[src/hdl/lenode_pkg.sv]
// Shared types and constants for the leader election node.
// Used by lenode_front, lenode_back and the top level; depends on nothing.
`default_nettype none

package lenode_pkg;

   localparam int MAX_NODES_DEFAULT = 32;

   localparam logic [15:0] ELECTION_MAX_RESET     = 16'd1000;
   localparam logic [15:0] HEARTBEAT_PERIOD_RESET = 16'd500;

   typedef enum logic [1:0] {
      OP_TICK      = 2'd0,
      OP_VOTE_REQ  = 2'd1,
      OP_VOTE_RSP  = 2'd2,
      OP_AUTHORITY = 2'd3
   } op_type;

   typedef enum logic [1:0] {
      KIND_NONE      = 2'd0,
      KIND_VOTE_REQ  = 2'd1,
      KIND_VOTE_RSP  = 2'd2,
      KIND_AUTHORITY = 2'd3
   } kind_type;

   typedef enum logic [1:0] {
      ROLE_FOLLOWER  = 2'd0,
      ROLE_CANDIDATE = 2'd1,
      ROLE_LEADER    = 2'd2
   } role_type;

   typedef enum logic [1:0] {
      CSR_OWN_NODE         = 2'd0,
      CSR_ELECTION_MAX     = 2'd1,
      CSR_HEARTBEAT_PERIOD = 2'd2
   } csr_index_type;

   typedef struct packed {
      logic          valid;
      csr_index_type index;
      logic [15:0]   data;
   } csr_write_type;

   // classified input item, as queued between front and back
   typedef struct packed {
      op_type      op;
      logic [31:0] msg_term;
      logic [4:0]  sender_node;
      logic [4:0]  vote_for_node;
      logic [4:0]  member_count;
      logic [15:0] fresh_timeout;
   } req_item_type;

   typedef struct packed {
      kind_type    send_kind;
      logic [31:0] send_term;
      logic [4:0]  vote_target;
      logic        vote_granted;
      role_type    role;
      logic        leader_known;
      logic [4:0]  leader_node;
      logic        leader_switched;
      logic        leader_conflict;
   } rsp_item_type;

endpackage

`default_nettype wire

[src/hdl/lenode_fifo.sv]
// Two-entry register queue with full/empty flags.
// Generic over payload width; no package dependency.
`default_nettype none

module lenode_fifo #(
   parameter int WIDTH = 8
) (
   input  wire logic             clock,
   input  wire logic             reset,
   input  wire logic             push,
   input  wire logic [WIDTH-1:0] push_data,
   output logic                  full,
   input  wire logic             pop,
   output logic      [WIDTH-1:0] pop_data,
   output logic                  empty
);

   logic [WIDTH-1:0] slot_ff [2];
   logic             wr_ptr_ff, wr_ptr_in;
   logic             rd_ptr_ff, rd_ptr_in;
   logic [1:0]       count_ff, count_in;
   logic             do_push, do_pop;

   assign full     = (count_ff == 2'd2);
   assign empty    = (count_ff == 2'd0);
   assign do_push  = push && !full;
   assign do_pop   = pop && !empty;
   assign pop_data = slot_ff[rd_ptr_ff];

   always_comb begin
      wr_ptr_in = do_push ? ~wr_ptr_ff : wr_ptr_ff;
      rd_ptr_in = do_pop ? ~rd_ptr_ff : rd_ptr_ff;
      count_in  = count_ff;
      if (do_push && !do_pop) begin
         count_in = count_ff + 2'd1;
      end else if (do_pop && !do_push) begin
         count_in = count_ff - 2'd1;
      end
   end

   always_ff @(posedge clock) begin
      if (reset) begin
         wr_ptr_ff <= 1'b0;
         rd_ptr_ff <= 1'b0;
         count_ff  <= 2'd0;
      end else begin
         wr_ptr_ff <= wr_ptr_in;
         rd_ptr_ff <= rd_ptr_in;
         count_ff  <= count_in;
      end
   end

   always_ff @(posedge clock) begin
      if (do_push) begin
         slot_ff[wr_ptr_ff] <= push_data;
      end
   end

endmodule

`default_nettype wire

[src/hdl/lenode_front.sv]
// Front end: decodes the incoming message kind and queues the item.
// Depends on lenode_pkg and lenode_fifo.
`default_nettype none

module lenode_front (
   input  wire logic                clock,
   input  wire logic                reset,
   input  wire logic                req_push,
   output logic                     req_full,
   input  wire logic [1:0]          req_func,
   input  wire logic [31:0]         req_msg_term,
   input  wire logic [4:0]          req_sender_node,
   input  wire logic [4:0]          req_vote_for_node,
   input  wire logic [4:0]          req_member_count,
   input  wire logic [15:0]         req_fresh_timeout,
   output lenode_pkg::req_item_type item,
   output logic                     item_empty,
   input  wire logic                item_pop
);

   import lenode_pkg::*;

   req_item_type in_item;
   op_type       op;

   always_comb begin
      unique case (req_func)
         2'd0:    op = OP_TICK;
         2'd1:    op = OP_VOTE_REQ;
         2'd2:    op = OP_VOTE_RSP;
         default: op = OP_AUTHORITY;
      endcase
   end

   always_comb begin
      in_item.op            = op;
      in_item.msg_term      = req_msg_term;
      in_item.sender_node   = req_sender_node;
      in_item.vote_for_node = req_vote_for_node;
      in_item.member_count  = req_member_count;
      in_item.fresh_timeout = req_fresh_timeout;
   end

   lenode_fifo #(
      .WIDTH($bits(req_item_type))
   ) u_req_queue (
      .clock    (clock),
      .reset    (reset),
      .push     (req_push),
      .push_data(in_item),
      .full     (req_full),
      .pop      (item_pop),
      .pop_data (item),
      .empty    (item_empty)
   );

endmodule

`default_nettype wire

[src/hdl/lenode_back.sv]
// Back end: election state, config registers and the result queue.
// Depends on lenode_pkg and lenode_fifo.
`default_nettype none

module lenode_back #(
   parameter int MAX_NODES = lenode_pkg::MAX_NODES_DEFAULT
) (
   input  wire logic                     clock,
   input  wire logic                     reset,
   input  wire lenode_pkg::csr_write_type csr,
   input  wire lenode_pkg::req_item_type  item,
   input  wire logic                     item_empty,
   output logic                          item_pop,
   output lenode_pkg::rsp_item_type      rsp_item,
   output logic                          rsp_empty,
   input  wire logic                     rsp_pop
);

   import lenode_pkg::*;

   localparam int VOTE_W = $clog2(MAX_NODES + 1);

   // config
   logic [4:0]  own_node_ff;
   logic [15:0] election_max_ff;
   logic [15:0] heartbeat_period_ff;

   // election state
   role_type            role_ff, role_in;
   logic [31:0]         term_ff, term_in;
   logic [15:0]         etimer_ff, etimer_in;
   logic [15:0]         htimer_ff, htimer_in;
   logic [MAX_NODES-1:0] voters_ff, voters_in;
   logic [VOTE_W-1:0]   voting_ff, voting_in;
   logic [VOTE_W-1:0]   votes_ff, votes_in;
   logic                lvalid_ff, lvalid_in;
   logic [4:0]          lindex_ff, lindex_in;

   logic                 rsp_full;
   logic                 fire;
   logic [15:0]          etimer_dec, htimer_dec;
   logic [MAX_NODES-1:0] own_bit, sender_bit;
   logic                 new_vote;
   logic [VOTE_W-1:0]    votes_next;
   logic [VOTE_W-1:0]    majority;
   logic [VOTE_W-1:0]    voting_sat;
   logic [31:0]          members_plus;
   rsp_item_type         out_item;

   assign fire     = !item_empty && !rsp_full;
   assign item_pop = fire;

   assign etimer_dec = (etimer_ff != 16'd0) ? etimer_ff - 16'd1 : 16'd0;
   assign htimer_dec = (htimer_ff != 16'd0) ? htimer_ff - 16'd1 : 16'd0;

   always_comb begin
      for (int i = 0; i < MAX_NODES; i++) begin
         own_bit[i]    = (32'(own_node_ff) == i);
         sender_bit[i] = (32'(item.sender_node) == i);
      end
   end

   // running count of distinct voters, so no population count is needed
   assign new_vote     = |(sender_bit & ~voters_ff);
   assign votes_next   = votes_ff + VOTE_W'(new_vote);
   assign majority     = (voting_ff >> 1) + VOTE_W'(1);
   assign members_plus = 32'(item.member_count) + 32'd1;
   assign voting_sat   = (members_plus > 32'(MAX_NODES)) ? VOTE_W'(MAX_NODES)
                                                        : VOTE_W'(members_plus);

   always_comb begin
      role_in   = role_ff;
      term_in   = term_ff;
      etimer_in = etimer_ff;
      htimer_in = htimer_ff;
      voters_in = voters_ff;
      voting_in = voting_ff;
      votes_in  = votes_ff;
      lvalid_in = lvalid_ff;
      lindex_in = lindex_ff;

      out_item.send_kind       = KIND_NONE;
      out_item.send_term       = 32'd0;
      out_item.vote_target     = 5'd0;
      out_item.vote_granted    = 1'b0;
      out_item.leader_switched = 1'b0;
      out_item.leader_conflict = 1'b0;

      if (fire) begin
         unique case (item.op)
            OP_TICK: begin
               etimer_in = etimer_dec;
               htimer_in = htimer_dec;
               unique case (role_ff)
                  ROLE_FOLLOWER: begin
                     if (etimer_dec == 16'd0) begin
                        out_item.leader_switched = lvalid_ff;
                        lvalid_in = 1'b0;
                        lindex_in = 5'd0;
                        role_in   = ROLE_CANDIDATE;
                        voting_in = voting_sat;
                        term_in   = term_ff + 32'd1;
                        voters_in = own_bit;
                        votes_in  = VOTE_W'(|own_bit);
                        etimer_in = election_max_ff;
                        out_item.send_kind = KIND_VOTE_REQ;
                        out_item.send_term = term_ff + 32'd1;
                     end
                  end
                  ROLE_CANDIDATE: begin
                     if (etimer_dec == 16'd0) begin
                        role_in   = ROLE_FOLLOWER;
                        etimer_in = election_max_ff;
                     end
                  end
                  default: begin
                     if (htimer_dec == 16'd0) begin
                        out_item.send_kind = KIND_AUTHORITY;
                        out_item.send_term = term_ff;
                        htimer_in = heartbeat_period_ff;
                        out_item.leader_switched = !lvalid_ff || (lindex_ff != own_node_ff);
                        lvalid_in = 1'b1;
                        lindex_in = own_node_ff;
                     end
                  end
               endcase
            end
            OP_VOTE_REQ: begin
               if (role_ff == ROLE_FOLLOWER) begin
                  if (term_ff < item.msg_term && item.sender_node != own_node_ff) begin
                     term_in   = item.msg_term;
                     etimer_in = item.fresh_timeout;
                     out_item.send_kind    = KIND_VOTE_RSP;
                     out_item.send_term    = item.msg_term;
                     out_item.vote_target  = item.sender_node;
                     out_item.vote_granted = 1'b1;
                  end
               end else if (item.msg_term >= term_ff) begin
                  role_in   = ROLE_FOLLOWER;
                  term_in   = item.msg_term;
                  etimer_in = item.fresh_timeout;
                  out_item.send_kind    = KIND_VOTE_RSP;
                  out_item.send_term    = item.msg_term;
                  out_item.vote_target  = item.sender_node;
                  out_item.vote_granted = 1'b1;
               end else begin
                  out_item.send_kind   = KIND_VOTE_RSP;
                  out_item.send_term   = term_ff;
                  out_item.vote_target = item.sender_node;
               end
            end
            OP_VOTE_RSP: begin
               if (role_ff == ROLE_CANDIDATE && item.msg_term == term_ff
                   && item.vote_for_node == own_node_ff) begin
                  voters_in = voters_ff | sender_bit;
                  votes_in  = votes_next;
                  if (votes_next >= majority) begin
                     role_in = ROLE_LEADER;
                     out_item.send_kind = KIND_AUTHORITY;
                     out_item.send_term = term_ff;
                     out_item.leader_switched = !lvalid_ff || (lindex_ff != own_node_ff);
                     lvalid_in = 1'b1;
                     lindex_in = own_node_ff;
                  end
               end
            end
            OP_AUTHORITY: begin
               if (role_ff != ROLE_LEADER) begin
                  role_in = ROLE_FOLLOWER;
                  out_item.leader_conflict = (term_ff >= item.msg_term) && lvalid_ff
                                             && (lindex_ff != item.sender_node);
                  term_in   = item.msg_term;
                  etimer_in = item.fresh_timeout;
                  out_item.leader_switched = !lvalid_ff || (lindex_ff != item.sender_node);
                  lvalid_in = 1'b1;
                  lindex_in = item.sender_node;
               end
            end
         endcase
      end

      out_item.role         = role_in;
      out_item.leader_known = lvalid_in;
      out_item.leader_node  = lvalid_in ? lindex_in : 5'd0;
   end

   always_ff @(posedge clock) begin
      if (reset) begin
         own_node_ff         <= 5'd0;
         election_max_ff     <= ELECTION_MAX_RESET;
         heartbeat_period_ff <= HEARTBEAT_PERIOD_RESET;
      end else if (csr.valid) begin
         unique case (csr.index)
            CSR_OWN_NODE:         own_node_ff         <= csr.data[4:0];
            CSR_ELECTION_MAX:     election_max_ff     <= csr.data;
            CSR_HEARTBEAT_PERIOD: heartbeat_period_ff <= csr.data;
            default: ;
         endcase
      end
   end

   always_ff @(posedge clock) begin
      if (reset) begin
         role_ff   <= ROLE_FOLLOWER;
         term_ff   <= 32'd0;
         etimer_ff <= ELECTION_MAX_RESET;
         htimer_ff <= HEARTBEAT_PERIOD_RESET;
         voters_ff <= '0;
         voting_ff <= '0;
         votes_ff  <= '0;
         lvalid_ff <= 1'b0;
         lindex_ff <= 5'd0;
      end else begin
         role_ff   <= role_in;
         term_ff   <= term_in;
         etimer_ff <= etimer_in;
         htimer_ff <= htimer_in;
         voters_ff <= voters_in;
         voting_ff <= voting_in;
         votes_ff  <= votes_in;
         lvalid_ff <= lvalid_in;
         lindex_ff <= lindex_in;
      end
   end

   lenode_fifo #(
      .WIDTH($bits(rsp_item_type))
   ) u_rsp_queue (
      .clock    (clock),
      .reset    (reset),
      .push     (fire),
      .push_data(out_item),
      .full     (rsp_full),
      .pop      (rsp_pop),
      .pop_data (rsp_item),
      .empty    (rsp_empty)
   );

endmodule

`default_nettype wire

[src/hdl/leader_election_node.sv]
// Top level of the leader election node: front end, back end and ports.
// Depends on lenode_pkg, lenode_front and lenode_back.
//
//   channel  handshake          accepted when         payload
//   req      req_push/req_full  push && !full         func, term, sender, ...
//   rsp      rsp_empty/rsp_pop  pop && !empty         send_kind, role, leader, ...
//   csr      csr_valid/ready    valid && ready        csr_index, csr_data
//
// One item per cycle sustained while the rsp side keeps popping. An accepted
// item is registered in the request queue; the state update then writes its
// result into the result queue, whose head drives the rsp ports. Both queues
// hold two items, so either side may stall without stopping the other until
// its queue fills. csr_ready is always high. Reset is synchronous; no
// clearing pass.
`default_nettype none

module leader_election_node #(
   parameter int MAX_NODES = lenode_pkg::MAX_NODES_DEFAULT
) (
   input  wire logic        clock,
   input  wire logic        reset,
   input  wire logic        req_push,
   output logic             req_full,
   input  wire logic [1:0]  req_func,
   input  wire logic [31:0] req_msg_term,
   input  wire logic [4:0]  req_sender_node,
   input  wire logic [4:0]  req_vote_for_node,
   input  wire logic [4:0]  req_member_count,
   input  wire logic [15:0] req_fresh_timeout,
   output logic             rsp_empty,
   input  wire logic        rsp_pop,
   output logic [1:0]       rsp_send_kind,
   output logic [31:0]      rsp_send_term,
   output logic [4:0]       rsp_vote_target,
   output logic             rsp_vote_granted,
   output logic [1:0]       rsp_role,
   output logic             rsp_leader_known,
   output logic [4:0]       rsp_leader_node,
   output logic             rsp_leader_switched,
   output logic             rsp_leader_conflict,
   input  wire logic        csr_valid,
   output logic             csr_ready,
   input  wire logic [1:0]  csr_index,
   input  wire logic [15:0] csr_data
);

   import lenode_pkg::*;

   req_item_type  item;
   logic          item_empty;
   logic          item_pop;
   rsp_item_type  rsp_item;
   csr_write_type csr;

   assign csr_ready = 1'b1;

   always_comb begin
      csr.valid = csr_valid;
      csr.index = csr_index_type'(csr_index);
      csr.data  = csr_data;
   end

   lenode_front u_front (
      .clock            (clock),
      .reset            (reset),
      .req_push         (req_push),
      .req_full         (req_full),
      .req_func         (req_func),
      .req_msg_term     (req_msg_term),
      .req_sender_node  (req_sender_node),
      .req_vote_for_node(req_vote_for_node),
      .req_member_count (req_member_count),
      .req_fresh_timeout(req_fresh_timeout),
      .item             (item),
      .item_empty       (item_empty),
      .item_pop         (item_pop)
   );

   lenode_back #(
      .MAX_NODES(MAX_NODES)
   ) u_back (
      .clock     (clock),
      .reset     (reset),
      .csr       (csr),
      .item      (item),
      .item_empty(item_empty),
      .item_pop  (item_pop),
      .rsp_item  (rsp_item),
      .rsp_empty (rsp_empty),
      .rsp_pop   (rsp_pop)
   );

   assign rsp_send_kind       = rsp_item.send_kind;
   assign rsp_send_term       = rsp_item.send_term;
   assign rsp_vote_target     = rsp_item.vote_target;
   assign rsp_vote_granted    = rsp_item.vote_granted;
   assign rsp_role            = rsp_item.role;
   assign rsp_leader_known    = rsp_item.leader_known;
   assign rsp_leader_node     = rsp_item.leader_node;
   assign rsp_leader_switched = rsp_item.leader_switched;
   assign rsp_leader_conflict = rsp_item.leader_conflict;

endmodule

`default_nettype wire
[config.mk]
export PLATFORM = sky130hd
export DESIGN_NAME = leader_election_node
export DESIGN_NICKNAME = d
export VERILOG_FILES = /design/src/hdl/lenode_pkg.sv /design/src/hdl/lenode_fifo.sv /design/src/hdl/lenode_front.sv /design/src/hdl/lenode_back.sv /design/src/hdl/leader_election_node.sv
export SDC_FILE = /design/constraint.sdc
export NUM_CORES = 1
export LEC_CHECK = 0
export BUFFER_PORTS_ARGS = -buffer_cell sky130_fd_sc_hd__buf_2
export CAP_MARGIN = 20
export CORE_MARGIN = 2
export CORE_UTILIZATION = 31
export CTS_BUF_LIST = sky130_fd_sc_hd__clkbuf_4
export DETAILED_ROUTE_END_ITERATION = 8
export RECOVER_POWER = 50
export SYNTH_ARGS = -nofsm -noshare
export SYNTH_HDL_FRONTEND = slang
export SYNTH_SLANG_ARGS = --single-unit
[constraint.sdc]
create_clock -name clock -period 5.4 [get_ports clock]
set_input_delay 1.08 -clock clock [delete_from_list [all_inputs] [get_ports clock]]
set_output_delay 1.08 -clock clock [all_outputs]
set_load 0.02 [all_outputs]
==> implementation parameters, run 1 <==
Parameter                              Value

Placed design
  Hpwl dp    39.8 mm
  Count of port buffers added during placement    139
  Final estimated routing congestion in global placement    0.895
  Worst slack at placement    0.244 ns

Setup path
  Crit Path Category    reg -> reg
  Worst setup SP type    flip-flop
  CP Capture Point    u_back.u_rsp_queue.slot_ff[1][4]$_DFFE_PP_
  Number of cell instances on the worst register-to-register path    20
  Element type at the critical path end    flip-flop
  Arrival time at the worst endpoint    5.73 ns
  Worst setup slack for register-to-register paths    0.33 ns
  Reg2Reg Capture Point    u_back.u_rsp_queue.slot_ff[1][4]$_DFFE_PP_
  Worst Path Required    6.07 ns
  Maximum fanout along the worst path    10

Yosys
  Avg Synthesized Cell Area    10.2 µm²
  Total of flip-flops plus latches after synthesis    392
  Most instantiated library cell after synthesis    sky130_fd_sc_hd__edfxtp_1
  Largest cells by area after synthesis    sky130_fd_sc_hd__edfxtp_1 35%, sky130_fd_sc_hd__dfxtp_1 16%, sky130_fd_sc_hd__a21oi_1 4.9%
  Number of warnings printed during yosys synthesis    0
  Area fraction of the dominant cell type after synthesis    0.350
  Proportion of synthesized flip-flops having asynchronous set or reset    0
  Cell area after synthesis    19700 µm²
  Cell taking the most area after synthesis    sky130_fd_sc_hd__edfxtp_1
  Post-Synthesis Cells    1939
  Number of library cell types mapped by synthesis    80
  Syn nets    2074
  EDFF count, synth    230
  Most numerous cell types in the synthesized netlist    230 x sky130_fd_sc_hd__edfxtp_1, 195 x sky130_fd_sc_hd__a21oi_1, 168 x sky130_fd_sc_hd__nand2_1, 162 x sky130_fd_sc_hd__dfxtp_1, 141 x sky130_fd_sc_hd__nor2_1
  Sequential share of the synthesized area    0.515
  Synth Flop Type    sky130_fd_sc_hd__edfxtp_1

Run status
  Failing checks    capacitance limit, slew limit
  Outcome    complete, but fails checks

Global routing
  Antenna violations before repair    5
  Pin count of the biggest net entering global routing    109
  Final global-route overflow total    0
  Vias in the first global route    15.6k
  Overall routing resource usage    0.174
  Wire length of the first global-routing pass    89.9 mm

Timing
  Measured slew at the worst slew-check pin    3.68 ns
  Number of hold-slack violations in the final timing report    0
  RSZ-0062 raised after global routing    false
  Setup_tns    0 ns
  Final worst-path cycle share    0.938
  Relative slew margins    -1.45
  Finish-stage setup viols    0
  Layout Skew    0.0983 ns
  Final number of max-transition violations    253
  Worst-case setup margin in the final layout    0.334 ns
  Maximum frequency from static timing analysis    0.197 GHz
  Final Critical Period    5.07 ns

Routing
  Wire per inst    19.3 µm
  Final antenna-violating net count    0
  First drt pass iteration count    6
  Count of routing violations after the opening detailed-route iteration    1345
  Vias per cell    5.33
  Overall via count from detail_route    16.1k
  Total Routed Length    58.5 mm
  Drt drc    0

Power
  Worst supply voltage drop on vdd    0.182 mV
  Cell area power density    482 nW/µm²
  Pleak    8.03 nW

Clock network
  Hold buffers post-CTS    0
  TritonCTS clock tree    done
  Count of clock tree sinks    392
  Source-to-sink clock delay at the later pin of the worst-skew pair    0.92 ns
  H-Tree Level Count    3
  Reg clk slew, reported paths    0.07 ns
  Clock tree root driver cell    sky130_fd_sc_hd__clkbuf_4
  Max Root-Sink Buffers    3
  Total CTS buffers    102

Cells and area
  Relative area change from synthesis to final layout    15.4%
  Number of nets in the finished design    2228
  Share of cells above drive strength 1    0.200

Die
  Number of standard-cell rows in the floorplan    92
  Die H    256 µm
  Area of the placeable core    63000 µm²
  Starting density of the core    0.313
  Die Area    65700 µm²
  Top-Level Pins    141
  Width of the die    256 µm

Run
  MaxCap Viol Count    5

Worst hold path
  Class of the tightest hold or removal check    in -> reg
[what timing repair did]
item	CTS	global route
gates resized for setup	0	4
endpoints found under the setup margin	0	4
setup buffers	0	0
[cell families (layout without fill, tap and decap cells)]
group                    Yosys count  in the layout  synth area share
AO/OA/AOI/OAI                    525            525             0.166
AND/OR/NAND/NOR                  635            635             0.164
flip-flops                       392            392             0.515
adder cells (fa/ha/maj)           47             47            0.0298
XOR/XNOR                          59             59            0.0262
other                              1              4          0.000190
buffers and inverters            160            399            0.0336
multiplexers                     120            120            0.0651
[power breakdown]
part / internal [mW] / switching [mW] / leakage (nW)
Sequential: 3.90 / 0.422 / 3.49
Combinational: 1.34 / 2.50 / 3.69
Clock: 1.55 / 1.25 / 0.849
[layout make-up]
cell class | instances | area (µm²)
tap | 846 | 1060
multi-input combinational | 1387 | 8990
clock buffer | 169 | 1270
clock inverter | 20 | 169
inverter | 28 | 105
sequential | 392 | 10200
timing repair buffer | 182 | 1010
fill | 6369 | 40200
antenna | 3 | 7.51
[worst min-delay path by stage]
stage / start / end / depth (start not counted) / slack [ns]
2_1_floorplan: u_back.heartbeat_period_ff[14]$_SDFFE_PP0P_ / u_back.heartbeat_period_ff[14]$_SDFFE_PP0P_ / 2 / 0.44
3_3_place_gp: u_back.heartbeat_period_ff[15]$_SDFFE_PP0P_ / u_back.heartbeat_period_ff[15]$_SDFFE_PP0P_ / 2 / 0.44
3_5_place_dp: u_back.heartbeat_period_ff[14]$_SDFFE_PP0P_ / u_back.heartbeat_period_ff[14]$_SDFFE_PP0P_ / 2 / 0.45
4_1_cts: req_msg_term[0] / u_front.u_req_queue.slot_ff[1][31]$_DFFE_PP_ / 1 / 0.26
5_1_grt: req_fresh_timeout[12] / u_front.u_req_queue.slot_ff[0][12]$_DFFE_PP_ / 1 / 0.30
6_report: req_fresh_timeout[12] / u_front.u_req_queue.slot_ff[0][12]$_DFFE_PP_ / 1 / 0.35
[worst max-delay path, cell delays in order (launching register included)]
cell and delay, ns:
sky130_fd_sc_hd__dfxtp_4 0.42, sky130_fd_sc_hd__mux2i_1 0.32, sky130_fd_sc_hd__mux2_2 0.37, sky130_fd_sc_hd__o22ai_1 0.12, sky130_fd_sc_hd__nand2_1 0.07, sky130_fd_sc_hd__o311ai_0 0.11
sky130_fd_sc_hd__o21ai_0 0.13, sky130_fd_sc_hd__o21ai_0 0.39, sky130_fd_sc_hd__ha_1 0.28, sky130_fd_sc_hd__nand3_1 0.12, sky130_fd_sc_hd__and2_1 0.18, sky130_fd_sc_hd__or2_2 0.30
sky130_fd_sc_hd__ha_1 0.28, sky130_fd_sc_hd__o21a_1 0.11, sky130_fd_sc_hd__nor2_1 0.04, sky130_fd_sc_hd__o31ai_2 0.30, sky130_fd_sc_hd__nor4b_4 0.27, sky130_fd_sc_hd__nand2_1 0.21
sky130_fd_sc_hd__a31oi_1 0.33, sky130_fd_sc_hd__o32ai_4 0.20, sky130_fd_sc_hd__nor4_2 0.36
[per-layer routing]
metal,routed length (µm),global-route usage,share of wire
met1,26600,0.234,0.46
met2,26600,0.272,0.45
met3,3690,0.0366,0.063
met4,1570,0.0692,0.027
met5,13,0,0.00022
[flip-flops by register name (all words and copies together) (netlist names), 6 cells and up, named ones only]
register / count
u_back.votes_ff: 6
u_back.election_max_ff: 16
u_back.htimer_ff: 16
u_front.u_req_queue.slot_ff: 130
u_back.etimer_ff: 16
u_back.heartbeat_period_ff: 16
u_back.voters_ff: 32
u_back.term_ff: 32
u_back.u_rsp_queue.slot_ff: 100
[per-stage QoR]
stage	std cells	util	hold slack (ns)	total power [mW]	cell area (µm²)
after CTS	3024	0.363	0.260	11.0	22800
after detailed placement	2835	0.340	0.447	8.19	21400
after global routing	3025	0.361	0.299	11.6	22800
final	3027	0.362	0.351	11.0	22800
after global placement	2834	0.339	0.444	8.11	21400
after floorplan	1939	-	0.437	6.85	19700
[placed cells by master, fill, tap and decap left out, types with 66 or more instances in the layout]
| cell | instances |
|---|---|
| sky130_fd_sc_hd__a21oi_1 | 195 |
| sky130_fd_sc_hd__nand2_1 | 168 |
| sky130_fd_sc_hd__edfxtp_1 | 230 |
| sky130_fd_sc_hd__buf_2 | 104 |
| sky130_fd_sc_hd__o21ai_0 | 109 |
| sky130_fd_sc_hd__nor3_1 | 77 |
| sky130_fd_sc_hd__clkbuf_4 | 169 |
| sky130_fd_sc_hd__nor2_1 | 140 |
| sky130_fd_sc_hd__dfxtp_1 | 160 |
| sky130_fd_sc_hd__mux2_2 | 66 |
Note: power is estimated with default switching activity, not from simulation.
==> run 2, diff against run 1 <==
- CELL_PAD_IN_SITES_DETAIL_PLACEMENT: default -> 1
- CELL_PAD_IN_SITES_GLOBAL_PLACEMENT: default -> 1
- PLACE_DENSITY_LB_ADDON: default -> 0.1
- clock period: 5.4 -> 6.5 ns (I/O delays scaled with it)
==> run 2 against run 1 <==
The flow still finishes with violations (capacitance limit, slew limit). Setup slack gained 0.66 ns. Design area shrank 0.12%. Wire length grew 14%. Clock-buffer cell count grew 9. Largest power group unchanged. Critical path type unchanged. Register-to-register slack gained 0.66 ns. Sequential power shrank 17%.
==> implementation parameters, run 2 (synthesized netlist as in run 1, its figures left out) <==
Parameter                              Value

Die
  Starting density of the core    0.313
  Top-Level Pins    141
  Area of the placeable core    63000 µm²
  Width of the die    256 µm
  Die H    256 µm
  Die Area    65700 µm²
  Number of standard-cell rows in the floorplan    92

Timing
  Number of hold-slack violations in the final timing report    0
  Relative slew margins    -1.75
  Finish-stage setup viols    0
  Final number of max-transition violations    269
  RSZ-0062 raised after global routing    false
  Maximum frequency from static timing analysis    0.181 GHz
  Final worst-path cycle share    0.848
  Setup_tns    0 ns
  Measured slew at the worst slew-check pin    4.13 ns
  Layout Skew    0.0709 ns
  Final Critical Period    5.51 ns

Cells and area
  Flip-flop count of the largest register, all copies and words added    130
  Fill cells    7171
  Relative area change from synthesis to final layout    15.3%
  Share of cells above drive strength 1    0.195
  Number of standard cells in the final layout excluding fillers    3037
  Commonest non-fill, non-tap cells in the layout    230 x sky130_fd_sc_hd__edfxtp_1, 195 x sky130_fd_sc_hd__a21oi_1, 178 x sky130_fd_sc_hd__clkbuf_4, 168 x sky130_fd_sc_hd__nand2_1, 160 x sky130_fd_sc_hd__dfxtp_1
  Number of nets in the finished design    2227
  Fin area    22700 µm²
  Most common cell after layout, fill and taps aside    sky130_fd_sc_hd__edfxtp_1
  Largest register by flop count    u_front.u_req_queue.slot_ff
  Top Registers    u_front.u_req_queue.slot_ff: 130 flops, u_back.u_rsp_queue.slot_ff: 100 flops

Routing
  Drt drc    0
  Count of routing violations after the opening detailed-route iteration    764
  Total met2 wirelength after detailed routing    31.2 mm
  Highest metal layer used by the detailed router    met4
  Total Routed Length    66.4 mm
  Vias per cell    5.34
  Wire per inst    21.9 µm
  Met3 wire length    2.81 mm
  Length of routed wiring on met1    31.0 mm
  First drt pass iteration count    5
  Overall via count from detail_route    16.2k
  Final antenna-violating net count    0

Setup path
  Reg2Reg Capture Point    u_back.u_rsp_queue.slot_ff[1][30]$_DFFE_PP_
  Cell at the slowest stage of the critical path    sky130_fd_sc_hd__a31oi_4
  Most Frequent Cell on Critical Path    sky130_fd_sc_hd__o21ai_0
  Element type at the critical path end    flip-flop
  Critical-path cell list    mux2i_1 -> buf_4 -> mux2_2 -> o22ai_1 -> nand2_1 -> o311ai_0 -> o21ai_0 -> o21ai_0 -> ha_1 -> nand3_1 -> and2_1 -> or2_2 -> ha_1 -> o21a_1 -> nor2_1 -> o31ai_1 -> nand3_1 -> a31oi_4 -> buf_4 -> a22oi_1 -> o21ai_0
  CP Capture Point    u_back.u_rsp_queue.slot_ff[1][30]$_DFFE_PP_
  CP peak stage delay    0.72 ns
  Maximum fanout along the worst path    17
  Number of cell instances on the worst register-to-register path    21
  Worst Path Required    7.19 ns
  Worst setup SP type    flip-flop
  Arrival time at the worst endpoint    6.20 ns
  Crit Path Category    reg -> reg
  Worst setup slack for register-to-register paths    0.99 ns

Run status
  Failing checks    capacitance limit, slew limit
  Outcome    complete, but fails checks

Clock network
  Total CTS buffers    109
  # resized after CTS    0
  Source-to-sink clock delay at the later pin of the worst-skew pair    0.91 ns
  Hold buffers post-CTS    0
  TritonCTS clock tree    done
  H-Tree Level Count    3
  # Post-CTS Setup Buffers    0
  Max Root-Sink Buffers    3
  Reg clk slew, reported paths    0.07 ns
  Clock tree root driver cell    sky130_fd_sc_hd__clkbuf_4
  Count of clock tree sinks    392

Placed design
  Count of port buffers added during placement    139
  Placed Cells incl. Taps    2826
  Hpwl dp    45.2 mm
  Final estimated routing congestion in global placement    0.828
  Placed cell area    21300 µm²

Power
  Cell area power density    408 nW/µm²
  Pleak    8.02 nW
  Worst supply voltage drop on vdd    0.153 mV

Global routing
  Overall routing resource usage    0.199
  Final global-route overflow total    0
  Antenna violations before repair    4
  Pin count of the biggest net entering global routing    104
  Vias in the first global route    16.9k
  Wire length of the first global-routing pass    101 mm

Run
  MaxCap Viol Count    6

Worst hold path
  Class of the tightest hold or removal check    reg -> reg
  Hold path cells    2
  Startpoint of the lowest-slack hold path    u_back.heartbeat_period_ff[0]$_SDFFE_PP0P_
-- run 2: changes by cell type in the layout (fill, tap and decap cells not counted), sizes merged --
cell / delta
clkinvlp: -2
clkinv: +9
diode: +2
clkbuf: +13
buf: -12
-- run 2: how the worst min path moves through the flow --
stage / end / slack, ns
after floorplan: u_back.heartbeat_period_ff[14]$_SDFFE_PP0P_ / 0.44
after global placement: u_back.heartbeat_period_ff[0]$_SDFFE_PP0P_ / 0.45
after detailed placement: u_back.heartbeat_period_ff[0]$_SDFFE_PP0P_ / 0.45
after CTS: u_back.heartbeat_period_ff[0]$_SDFFE_PP0P_ / 0.46
after global routing: u_front.u_req_queue.slot_ff[1][37]$_DFFE_PP_ / 0.47
final: u_back.heartbeat_period_ff[0]$_SDFFE_PP0P_ / 0.46
-- run 2: critical path, delay by kind of cell (launching register included) --
| kind | cells | cell delay [ns] |
|---|---|---|
| compound gates | 9 | 2.09 |
| simple gates | 6 | 0.93 |
| buf+inv | 2 | 0.59 |
| mux | 2 | 0.59 |
| fa+ha+maj | 2 | 0.56 |
| flops | 1 | 0.54 |
-- run 2: stage by stage --
step           hold slack [ns]  total power [mW]  setup slack (ns)  utilization
3_5_place_dp             0.452              6.89             0.994        0.338
3_3_place_gp             0.453              6.83              1.11        0.337
4_1_cts                  0.461              9.43             0.964        0.362
6_report                 0.461              9.29             0.990        0.361
2_1_floorplan            0.437              5.69              1.07            -
5_1_grt                  0.470              9.90             0.610        0.361
-- run 2: final cells by class --
type                            count  area [µm²]  area share
Sequential cell                   392       10200       0.447
Tap cell                          846        1060      0.0466
Clock inverter                     27         201     0.00886
Multi-Input combinational cell   1387        8950       0.394
Timing Repair Buffer              174         922      0.0406
Inverter                           28         105     0.00462
Clock buffer                      178        1340      0.0588
Antenna cell                        5        12.5    0.000550
-- run 2: power by group --
part	total, mW	internal, mW	switching (mW)
clock	2.46	1.35	1.11
sequential	3.59	3.24	0.348
combinational	3.24	1.09	2.14
total	9.29	5.69	3.60
-- run 2: routing by layer --
metal  global-route usage  up-vias
met2                0.328      365
met4               0.0619        0
met3               0.0373      104
met5                    0        -
li1                     -     7675
met1                0.265     8086
